[src/rtl/core/ktgc_pkg.sv]
// Package for the keypad touch gesture classifier: request/response types,
// gesture codes, register indexes, history sizing and the scroll path table.
// No dependencies.
package ktgc_pkg;

   // History ring sizing.
   localparam int HIST_DEPTH = 10;
   localparam int HIST_AW    = $clog2(HIST_DEPTH);
   localparam int HIST_CW    = $clog2(HIST_DEPTH + 1);

   // Gesture codes as reported on the response channel.
   localparam logic [3:0] GEST_NONE       = 4'd0;
   localparam logic [3:0] GEST_TAP        = 4'd1;
   localparam logic [3:0] GEST_DOUBLE     = 4'd2;
   localparam logic [3:0] GEST_LONG       = 4'd3;
   localparam logic [3:0] GEST_UP         = 4'd4;
   localparam logic [3:0] GEST_DOWN       = 4'd5;
   localparam logic [3:0] GEST_LEFT       = 4'd6;
   localparam logic [3:0] GEST_RIGHT      = 4'd7;
   localparam logic [3:0] GEST_CW         = 4'd8;
   localparam logic [3:0] GEST_CCW        = 4'd9;
   localparam logic [3:0] GEST_TWO_FINGER = 4'd10;

   // Configuration register indexes.
   localparam logic [2:0] CSR_TAP_MAX    = 3'd0;
   localparam logic [2:0] CSR_LONG_MIN   = 3'd1;
   localparam logic [2:0] CSR_DTAP_GAP   = 3'd2;
   localparam logic [2:0] CSR_SWIPE_MIN  = 3'd3;
   localparam logic [2:0] CSR_SCROLL_MIN = 3'd4;

   // Register reset values.
   localparam logic [15:0] TAP_MAX_RST    = 16'd200;
   localparam logic [15:0] LONG_MIN_RST   = 16'd500;
   localparam logic [15:0] DTAP_GAP_RST   = 16'd300;
   localparam logic [4:0]  SWIPE_MIN_RST  = 5'd2;
   localparam logic [4:0]  SCROLL_MIN_RST = 5'd3;

   // Six 4-key scroll paths; a forward match is clockwise.
   localparam int NUM_PATHS = 6;
   localparam logic [4:0] SCROLL_PATHS [0:NUM_PATHS-1][0:3] = '{
      '{5'd1,  5'd2,  5'd3,  5'd4},
      '{5'd4,  5'd8,  5'd12, 5'd16},
      '{5'd16, 5'd15, 5'd14, 5'd13},
      '{5'd13, 5'd9,  5'd5,  5'd1},
      '{5'd2,  5'd6,  5'd10, 5'd14},
      '{5'd5,  5'd6,  5'd7,  5'd8}
   };

   typedef struct packed {
      logic [15:0] touch_bits;
      logic [31:0] time_ms;
   } req_type;

   typedef struct packed {
      logic [3:0] gesture_code;
      logic       touch_active;
   } rsp_type;

   typedef enum logic [1:0] {
      ST_IDLE,
      ST_SCAN,
      ST_DECIDE
   } state_type;

endpackage

[src/rtl/core/keypad_touch_gesture_classifier_core.sv]
// Keypad touch gesture classifier, top level: sample handling, history memory
// with read scan on release, and gesture classification.
// Depends on ktgc_pkg.
//
//   Channel  Ports                         Direction  Moves
//   req      req_valid/req_ready/req_data  in         one pad sample per request
//   rsp      rsp_valid/rsp_ready/rsp_data  out        one gesture result per request
//   csr      csr_we/csr_index/csr_wdata    in         register write, no wait
//
// A request that is not a release produces its response on the next cycle.
// A release request scans the whole history: the history memory is read one
// entry per cycle, a final scan step drains the last read, and ST_DECIDE
// classifies and loads the output register once that register is free.
// Reset is synchronous and active high; it clears all control state and the
// per-entry valid bits of the history, so the memory itself needs no sweep.
// The output register parts both sides: a new request is taken while a response
// still waits, as long as the block is idle and the output register frees up.
module keypad_touch_gesture_classifier_core (
   input  logic              clock,
   input  logic              reset,
   input  logic              req_valid,
   output logic              req_ready,
   input  ktgc_pkg::req_type req_data,
   output logic              rsp_valid,
   input  logic              rsp_ready,
   output ktgc_pkg::rsp_type rsp_data,
   input  logic              csr_we,
   input  logic [2:0]        csr_index,
   input  logic [15:0]       csr_wdata
);

   // Configuration registers.
   logic [15:0] tap_max_ff,    tap_max_in;
   logic [15:0] long_min_ff,   long_min_in;
   logic [15:0] dtap_gap_ff,   dtap_gap_in;
   logic [4:0]  swipe_min_ff,  swipe_min_in;
   logic [4:0]  scroll_min_ff, scroll_min_in;

   // Touch tracking state.
   ktgc_pkg::state_type          state_ff, state_in;
   logic [ktgc_pkg::HIST_AW-1:0] wp_ff, wp_in;
   logic [15:0]                  prev_bits_ff, prev_bits_in;
   logic [31:0]                  press_start_ff, press_start_in;
   logic [31:0]                  prev_tap_ff, prev_tap_in;
   logic [4:0]                   prev_key_ff, prev_key_in;

   // History memory: data in a synchronous RAM, valid bits in flops so that a
   // release or a reset empties the ring by clearing them all together.
   logic [4:0]                      hist_mem [ktgc_pkg::HIST_DEPTH];
   logic [ktgc_pkg::HIST_DEPTH-1:0] hist_vld_ff, hist_vld_in;
   logic                            hist_we;
   logic [ktgc_pkg::HIST_AW-1:0]    hist_waddr;
   logic [4:0]                      hist_wdata;
   logic                            rd_en;
   logic [ktgc_pkg::HIST_AW-1:0]    rd_addr;
   logic [4:0]                      rd_data_ff;
   logic                            rd_vld_ff;

   // Scan counters and accumulators for the release classification.
   logic [ktgc_pkg::HIST_CW-1:0] cnt_ff, cnt_in;
   logic                         rd_pend_ff, rd_pend_in;
   logic [31:0]                  now_ff, now_in;
   logic [31:0]                  hold_ff, hold_in;
   logic                         two_ff, two_in;
   logic [15:0]                  seen_ff, seen_in;
   logic [ktgc_pkg::HIST_CW-1:0] n_ff, n_in;
   logic [4:0]                   k0_ff, k0_in, k1_ff, k1_in, k2_ff, k2_in;
   logic [4:0]                   first_ff, first_in, last_ff, last_in;

   // Output register.
   logic              rsp_valid_ff, rsp_valid_in;
   ktgc_pkg::rsp_type rsp_data_ff, rsp_data_in;

   // Combinational helpers.
   logic              out_free;
   logic              req_acc;
   logic [4:0]        low_key;
   logic [4:0]        scan_key;
   logic [4:0]        scan_km1;
   logic [4:0]        uniq;
   logic [1:0]        cmp_len;
   logic [ktgc_pkg::HIST_CW-1:0] n_m1;
   logic [3:0]        scroll_code;
   logic [3:0]        swipe_code;
   logic [3:0]        gest_code;
   logic [2:0]        dr, dc;
   logic [1:0]        ar, ac;
   logic [4:0]        f_m1, l_m1;
   logic              path_cw  [ktgc_pkg::NUM_PATHS];
   logic              path_ccw [ktgc_pkg::NUM_PATHS];
   logic [4:0]        keys [3];
   logic              hold_lt_tap;
   logic              is_double;

   assign out_free  = !rsp_valid_ff || rsp_ready;
   assign req_ready = (state_ff == ktgc_pkg::ST_IDLE) && out_free;
   assign req_acc   = req_valid && req_ready;
   assign rsp_valid = rsp_valid_ff;
   assign rsp_data  = rsp_data_ff;

   // Lowest touched key, 1..16, or 0 when nothing is touched.
   always_comb begin
      low_key = 5'd0;
      for (int i = 15; i >= 0; i--) begin
         if (req_data.touch_bits[i]) begin
            low_key = 5'(i + 1);
         end
      end
   end

   // Entry delivered by the memory this cycle; an entry never written reads empty.
   assign scan_key = rd_vld_ff ? rd_data_ff : 5'd0;
   assign scan_km1 = scan_key - 5'd1;

   // Classification from the scan results.
   always_comb begin
      uniq = 5'd0;
      for (int i = 0; i < 16; i++) begin
         uniq = uniq + 5'(seen_ff[i]);
      end

      // Number of leading compacted keys compared against each path.
      n_m1 = n_ff - 1'b1;
      if (n_ff == '0) begin
         cmp_len = 2'd0;
      end else if (n_m1 > ktgc_pkg::HIST_CW'(3)) begin
         cmp_len = 2'd3;
      end else begin
         cmp_len = n_m1[1:0];
      end

      keys[0] = k0_ff;
      keys[1] = k1_ff;
      keys[2] = k2_ff;
      for (int p = 0; p < ktgc_pkg::NUM_PATHS; p++) begin
         path_cw[p]  = 1'b1;
         path_ccw[p] = 1'b1;
         for (int i = 0; i < 3; i++) begin
            if (2'(i) < cmp_len) begin
               if (keys[i] != ktgc_pkg::SCROLL_PATHS[p][i]) begin
                  path_cw[p] = 1'b0;
               end
               if (keys[i] != ktgc_pkg::SCROLL_PATHS[p][3-i]) begin
                  path_ccw[p] = 1'b0;
               end
            end
         end
      end

      // Paths are tried in table order, clockwise before counter-clockwise.
      scroll_code = ktgc_pkg::GEST_NONE;
      if (5'(n_ff) >= scroll_min_ff) begin
         for (int p = ktgc_pkg::NUM_PATHS - 1; p >= 0; p--) begin
            if (path_cw[p]) begin
               scroll_code = ktgc_pkg::GEST_CW;
            end else if (path_ccw[p]) begin
               scroll_code = ktgc_pkg::GEST_CCW;
            end
         end
      end

      // Swipe from the first and last nonempty entries in address order.
      f_m1 = first_ff - 5'd1;
      l_m1 = last_ff - 5'd1;
      dr   = {1'b0, l_m1[3:2]} - {1'b0, f_m1[3:2]};
      dc   = {1'b0, l_m1[1:0]} - {1'b0, f_m1[1:0]};
      ar   = dr[2] ? 2'(-dr) : dr[1:0];
      ac   = dc[2] ? 2'(-dc) : dc[1:0];
      if (first_ff == 5'd0) begin
         swipe_code = ktgc_pkg::GEST_NONE;
      end else if (ar > ac) begin
         swipe_code = dr[2] ? ktgc_pkg::GEST_UP : ktgc_pkg::GEST_DOWN;
      end else if (ac > ar) begin
         swipe_code = dc[2] ? ktgc_pkg::GEST_LEFT : ktgc_pkg::GEST_RIGHT;
      end else begin
         swipe_code = ktgc_pkg::GEST_NONE;
      end

      hold_lt_tap = hold_ff < {16'd0, tap_max_ff};
      is_double   = (now_ff - prev_tap_ff) < {16'd0, dtap_gap_ff};

      if (two_ff && hold_lt_tap) begin
         gest_code = ktgc_pkg::GEST_TWO_FINGER;
      end else if ((hold_ff >= {16'd0, long_min_ff}) && (uniq == 5'd1)) begin
         gest_code = ktgc_pkg::GEST_LONG;
      end else if (hold_lt_tap && (uniq <= 5'd2)) begin
         gest_code = is_double ? ktgc_pkg::GEST_DOUBLE : ktgc_pkg::GEST_TAP;
      end else if (uniq >= swipe_min_ff) begin
         gest_code = (scroll_code != ktgc_pkg::GEST_NONE) ? scroll_code : swipe_code;
      end else begin
         gest_code = ktgc_pkg::GEST_NONE;
      end
   end

   // Next state for the controller, the tracking registers and the output.
   always_comb begin
      state_in       = state_ff;
      wp_in          = wp_ff;
      prev_bits_in   = prev_bits_ff;
      press_start_in = press_start_ff;
      prev_tap_in    = prev_tap_ff;
      prev_key_in    = prev_key_ff;
      hist_vld_in    = hist_vld_ff;
      cnt_in         = cnt_ff;
      rd_pend_in     = 1'b0;
      now_in         = now_ff;
      hold_in        = hold_ff;
      two_in         = two_ff;
      seen_in        = seen_ff;
      n_in           = n_ff;
      k0_in          = k0_ff;
      k1_in          = k1_ff;
      k2_in          = k2_ff;
      first_in       = first_ff;
      last_in        = last_ff;
      rsp_valid_in   = rsp_valid_ff && !rsp_ready;
      rsp_data_in    = rsp_data_ff;
      hist_we        = 1'b0;
      hist_waddr     = wp_ff;
      hist_wdata     = low_key;
      rd_en          = 1'b0;
      rd_addr        = cnt_ff[ktgc_pkg::HIST_AW-1:0];

      tap_max_in    = tap_max_ff;
      long_min_in   = long_min_ff;
      dtap_gap_in   = dtap_gap_ff;
      swipe_min_in  = swipe_min_ff;
      scroll_min_in = scroll_min_ff;
      if (csr_we) begin
         unique case (csr_index)
            ktgc_pkg::CSR_TAP_MAX:    tap_max_in    = csr_wdata;
            ktgc_pkg::CSR_LONG_MIN:   long_min_in   = csr_wdata;
            ktgc_pkg::CSR_DTAP_GAP:   dtap_gap_in   = csr_wdata;
            ktgc_pkg::CSR_SWIPE_MIN:  swipe_min_in  = csr_wdata[4:0];
            ktgc_pkg::CSR_SCROLL_MIN: scroll_min_in = csr_wdata[4:0];
            default: ;
         endcase
      end

      unique case (state_ff)
         ktgc_pkg::ST_IDLE: begin
            if (req_acc) begin
               prev_bits_in = req_data.touch_bits;
               if ((req_data.touch_bits == 16'd0) && (prev_bits_ff != 16'd0)) begin
                  // Release: capture timing and start the history scan.
                  now_in   = req_data.time_ms;
                  hold_in  = req_data.time_ms - press_start_ff;
                  two_in   = (prev_bits_ff & (prev_bits_ff - 16'd1)) != 16'd0;
                  seen_in  = 16'd0;
                  n_in     = '0;
                  first_in = 5'd0;
                  last_in  = 5'd0;
                  cnt_in   = '0;
                  state_in = ktgc_pkg::ST_SCAN;
               end else begin
                  if ((req_data.touch_bits != 16'd0) && (prev_bits_ff == 16'd0)) begin
                     // Touch-down records the lowest key once.
                     press_start_in = req_data.time_ms;
                     hist_we        = 1'b1;
                     prev_key_in    = low_key;
                  end else if ((req_data.touch_bits != 16'd0)
                               && (req_data.touch_bits != prev_bits_ff)
                               && (low_key != prev_key_ff)) begin
                     hist_we     = 1'b1;
                     prev_key_in = low_key;
                  end
                  if (hist_we) begin
                     hist_vld_in[wp_ff] = 1'b1;
                     wp_in = (wp_ff == ktgc_pkg::HIST_AW'(ktgc_pkg::HIST_DEPTH - 1))
                             ? '0 : wp_ff + 1'b1;
                  end
                  rsp_valid_in             = 1'b1;
                  rsp_data_in.gesture_code = ktgc_pkg::GEST_NONE;
                  rsp_data_in.touch_active = req_data.touch_bits != 16'd0;
               end
            end
         end

         ktgc_pkg::ST_SCAN: begin
            if (cnt_ff != ktgc_pkg::HIST_CW'(ktgc_pkg::HIST_DEPTH)) begin
               rd_en      = 1'b1;
               rd_pend_in = 1'b1;
               cnt_in     = cnt_ff + 1'b1;
            end else begin
               state_in = ktgc_pkg::ST_DECIDE;
            end
            if (rd_pend_ff && (scan_key != 5'd0)) begin
               seen_in[scan_km1[3:0]] = 1'b1;
               case (n_ff)
                  ktgc_pkg::HIST_CW'(0): k0_in = scan_key;
                  ktgc_pkg::HIST_CW'(1): k1_in = scan_key;
                  ktgc_pkg::HIST_CW'(2): k2_in = scan_key;
                  default: ;
               endcase
               n_in = n_ff + 1'b1;
               if (first_ff == 5'd0) begin
                  first_in = scan_key;
               end
               last_in = scan_key;
            end
         end

         ktgc_pkg::ST_DECIDE: begin
            if (out_free) begin
               if (gest_code == ktgc_pkg::GEST_DOUBLE) begin
                  prev_tap_in = 32'd0;
               end else if (gest_code == ktgc_pkg::GEST_TAP) begin
                  prev_tap_in = now_ff;
               end
               rsp_valid_in             = 1'b1;
               rsp_data_in.gesture_code = gest_code;
               rsp_data_in.touch_active = 1'b0;
               hist_vld_in              = '0;
               wp_in                    = '0;
               state_in                 = ktgc_pkg::ST_IDLE;
            end
         end

         default: state_in = ktgc_pkg::ST_IDLE;
      endcase
   end

   // History memory: one write port, one registered read port.
   always_ff @(posedge clock) begin
      if (hist_we) begin
         hist_mem[hist_waddr] <= hist_wdata;
      end
      if (rd_en) begin
         rd_data_ff <= hist_mem[rd_addr];
         rd_vld_ff  <= hist_vld_ff[rd_addr];
      end
   end

   always_ff @(posedge clock) begin
      if (reset) begin
         state_ff       <= ktgc_pkg::ST_IDLE;
         wp_ff          <= '0;
         prev_bits_ff   <= 16'd0;
         press_start_ff <= 32'd0;
         prev_tap_ff    <= 32'd0;
         prev_key_ff    <= 5'd0;
         hist_vld_ff    <= '0;
         cnt_ff         <= '0;
         rd_pend_ff     <= 1'b0;
         rsp_valid_ff   <= 1'b0;
         tap_max_ff     <= ktgc_pkg::TAP_MAX_RST;
         long_min_ff    <= ktgc_pkg::LONG_MIN_RST;
         dtap_gap_ff    <= ktgc_pkg::DTAP_GAP_RST;
         swipe_min_ff   <= ktgc_pkg::SWIPE_MIN_RST;
         scroll_min_ff  <= ktgc_pkg::SCROLL_MIN_RST;
      end else begin
         state_ff       <= state_in;
         wp_ff          <= wp_in;
         prev_bits_ff   <= prev_bits_in;
         press_start_ff <= press_start_in;
         prev_tap_ff    <= prev_tap_in;
         prev_key_ff    <= prev_key_in;
         hist_vld_ff    <= hist_vld_in;
         cnt_ff         <= cnt_in;
         rd_pend_ff     <= rd_pend_in;
         rsp_valid_ff   <= rsp_valid_in;
         tap_max_ff     <= tap_max_in;
         long_min_ff    <= long_min_in;
         dtap_gap_ff    <= dtap_gap_in;
         swipe_min_ff   <= swipe_min_in;
         scroll_min_ff  <= scroll_min_in;
      end
   end

   // Payload and scan registers carry no reset.
   always_ff @(posedge clock) begin
      now_ff      <= now_in;
      hold_ff     <= hold_in;
      two_ff      <= two_in;
      seen_ff     <= seen_in;
      n_ff        <= n_in;
      k0_ff       <= k0_in;
      k1_ff       <= k1_in;
      k2_ff       <= k2_in;
      first_ff    <= first_in;
      last_ff     <= last_in;
      rsp_data_ff <= rsp_data_in;
   end

endmodule

[config.mk]
export PLATFORM = sky130hd
export DESIGN_NAME = keypad_touch_gesture_classifier_core
export DESIGN_NICKNAME = d
export VERILOG_FILES = /design/src/rtl/core/ktgc_pkg.sv /design/src/rtl/core/keypad_touch_gesture_classifier_core.sv
export SDC_FILE = /design/constraint.sdc
export NUM_CORES = 1
export LEC_CHECK = 0
export BUFFER_PORTS_ARGS = -buffer_cell sky130_fd_sc_hd__buf_2
export CAP_MARGIN = 20
export CORE_MARGIN = 4
export CORE_UTILIZATION = 50
export DETAILED_ROUTE_END_ITERATION = 12
export GPL_ROUTABILITY_DRIVEN = 0
export PLACE_DENSITY = 0.69
export SYNTH_ARGS = -nofsm -noshare
export SYNTH_HDL_FRONTEND = slang
export SYNTH_SLANG_ARGS = --single-unit
[constraint.sdc]
create_clock -name clock -period 5.6 [get_ports clock]
set_clock_uncertainty 0.2 [all_clocks]
set_input_delay 0.56 -clock clock [delete_from_list [all_inputs] [get_ports clock]]
set_output_delay 0.56 -clock clock [all_outputs]
set_load 0.005 [all_outputs]
==> flow_summary.ini <==
[outcome]
status = finished, violations left
violations = setup timing

[cells_and_area]
fillers = 3142
fin_cells = 2587
nNetsFinal = 2273
regArea_um2 = 8408
syn_to_final_growth_pct = 13.40
drive_gt1_frac = 0.1057
multi_input_area_um2 = 9600

[drt]
vias_per_cell = 5.724
firstDrtPassIters = 6
drt_iter0_drc = 1150
vias = 14810
remaining_drc_errors = 0
wire_per_inst_um = 18.08
ant_nets = 0
wirelength_um = 46760

[logic_synthesis]
yosys_warnings = 0
ys.flop_type = edfxtp_1
synth_cell_type_count = 82
synth-edff-count = 170
yosysSeqAreaShare = 0.4469
yosysTopAreaCell = edfxtp_1
syn-num-nets = 2199
syn_inst = 1979
yosys-top-cells-area = edfxtp_1 (27%), dfxtp_1 (18%), ha_1 (8.9%)
async_flop_share = 0
synth_area_per_cell_um2 = 9.506
synth_top_area_frac = 0.2713
syn_area_um2 = 18810
ys_ff_latch = 335

[pwr]
leakage_nw = 7.899
worst_ir_drop_vdd_uv = 185.8
power_density_nw_per_um2 = 263.3
p_total_w = 0.005618

[worst_hold_path]
min_path_type = in -> reg
hold_start = req_data[7]
worstHoldEndpoint = now_ff[7]$_DFFE_PP_
holdPathStages = 1

[sta]
tightest_slew_ns = 1.053
fmax_mhz = 174.7
slew_viol_final = 0
rsz0062_at_grt = true
finalSetupViolCount = 32
fin_setup_tns_ns = -3.127
relSlewSlack = 0.2914
hold_viol = 0
worst_slack_ns = -0.1256
min_period_over_period = 1.022
period_needed_ns = 5.726

[place]
io_buffers = 78
hpwl_um = 33290
place_inst = 2504

[die]
initial_core_util = 0.5102
core_area_um2 = 36870
num_rows = 70
die_width_um = 202.0
die_area_um2 = 40790
ioPinCount = 79
die_h_um = 202.0

[global_routing]
track_usage = 0.2187
grt_remaining_overflow = 0
grt_first_pass_wirelength_um = 73600
grt_pass1_vias = 14300
grt_max_degree = 81
antenna_found_initial = 1

[clock_network]
cts_root_buffer = clkbuf_16
cts_buffers = 38
htreeDepth = 2
clk_latency_ns = 0.53
path_clk_slew_ns = 0.06
tritoncts = done
clock_path_buffers = 3
clock-sinks = 335

[setup_path]
path_max_fanout = 8
timing.rr.end = prev_tap_ff[30]$_SDFFE_PP0P_
reg2regPathDepth = 21
r2r-start = seen_ff[11]$_SDFFCE_PN0P_
path_class = reg -> reg
rrSetupSlack_ns = -0.13
cp.required_ns = 5.82
crit_arrival_ns = 5.95
cp-start-kind = flip-flop
cp-end-kind = flip-flop

[job]
cap_viol_max_count = 0
## final cells by class
cell class,count,area share
multi-input cells,1399,0.4500
flip-flops and latches,335,0.3941
inverters,169,0.02973
clock inverters,15,0.008211
well taps,504,0.02956
clock buffers,54,0.05167
diodes,1,0.0001173
repair buffers,110,0.03660
## critical path: stages, from the launching register on
cell       delay, ns
edfxtp_1        0.42
fa_1            0.52
fa_1            0.50
inv_1           0.05
fa_1            0.50
fa_1            0.55
inv_2           0.05
ha_4            0.16
fa_2            0.39
xor2_1          0.17
ha_1            0.28
nor2b_1         0.12
o21ai_1         0.07
o2bb2ai_2       0.14
nand2b_4        0.14
a31o_4          0.21
o311ai_4        0.30
xnor2_2         0.18
a21oi_4         0.09
buf_12          0.19
clkbuf_16       0.17
a32o_1          0.21
## worst max-delay path by stage
| stage | from | to | slack, ns | cells past startpoint |
|---|---|---|---|---|
| after floorplan | seen_ff[0]$_SDFFCE_PN0P_ | prev_tap_ff[10]$_SDFFE_PP0P_ | 0.03 | 20 |
| after global placement | seen_ff[0]$_SDFFCE_PN0P_ | prev_tap_ff[12]$_SDFFE_PP0P_ | -0.03 | 20 |
| after detailed placement | seen_ff[0]$_SDFFCE_PN0P_ | prev_tap_ff[24]$_SDFFE_PP0P_ | -0.11 | 20 |
| after CTS | seen_ff[3]$_SDFFCE_PN0P_ | prev_tap_ff[7]$_SDFFE_PP0P_ | 0.003 | 18 |
| after global routing | seen_ff[11]$_SDFFCE_PN0P_ | prev_tap_ff[23]$_SDFFE_PP0P_ | -0.26 | 22 |
| final | seen_ff[11]$_SDFFCE_PN0P_ | prev_tap_ff[30]$_SDFFE_PP0P_ | -0.13 | 21 |
## metrics by stage
| stage | area, um2 | hold WS, ns | setup WS (ns) | utilization |
|---|---|---|---|---|
| 5_1_grt | 21330 | 0.03445 | -0.2633 | 0.5786 |
| 3_5_place_dp | 19730 | 0.2424 | -0.1115 | 0.5350 |
| 4_1_cts | 21080 | 0.02529 | 0.003142 | 0.5718 |
| 3_3_place_gp | 19730 | 0.2308 | -0.03081 | 0.5350 |
| 2_1_floorplan | 18810 | 0.2198 | 0.03498 | - |
| 6_report | 21330 | 0.04478 | -0.1256 | 0.5786 |
## flip-flops by register name (all words and copies together) (netlist names), 5 cells and up
name and flops:
k2_ff 5, swipe_min_ff 5, rsp_data 5, seen_ff 16, prev_bits_ff 16, dtap_gap_ff 16
long_min_ff 16, prev_tap_ff 32, now_ff 32, tap_max_ff 16, rd_data_ff 5, hist_vld_ff 10
prev_key_ff 5, hold_ff 32, first_ff 5, k1_ff 5, press_start_ff 32, hist_mem 50
k0_ff 5, scroll_min_ff 5
## layout by cell type (no fill, tap or decap), drive strengths merged, types with 36 or more instances in the layout
master,n
a21oi,175
buf,106
clkbuf,58
dfxtp,165
edfxtp,170
ha,134
inv,167
nand2,269
nor2,121
nor2b,59
nor3,36
o21ai,62
xnor2,39
xor2,43
## power by group
part           switching (W)  total [W]  internal [W]
clock network        0.00100    0.00252       0.00152
logic               0.000273   0.000456      0.000183
registers          0.0000250    0.00264       0.00262
total                0.00130    0.00562       0.00432
## cells in the mapped netlist (33+ instances only)
cell / count
a21oi_1: 175
a32o_1: 33
clkbuf_1: 71
dfxtp_1: 165
edfxtp_1: 170
ha_1: 134
inv_1: 166
nand2_1: 269
nor2_1: 121
nor2b_1: 59
nor3_1: 36
o21ai_0: 58
xnor2_1: 39
xor2_1: 43
## kinds of logic after synthesis
kind of cell	synth area share
AOI/OAI and AO/OA	0.1632
adders and majority gates	0.1061
buffers and inverters	0.04955
DFF	0.4469
xor gates and xnor gates	0.03818
muxes	0.02607
and+or+nand+nor	0.1699
## repair_timing
action / CTS / global route
gates resized for setup: 8 / 17
hold buffers: 0 / 0
pin swaps: 10 / 3
cloned: 1 / 5
endpoints found under the setup margin: 32 / 34
buffers inserted: 4 / 3
## per-layer routing
metal	wire length (um)	GRT usage	vias to the layer above
met5	0	0	-
met4	817	0.05518	0
li1	-	-	7239
met3	2832	0.03706	65
met1	21320	0.3063	7062
met2	21790	0.3556	442
Note: power is estimated with default switching activity, not from simulation.
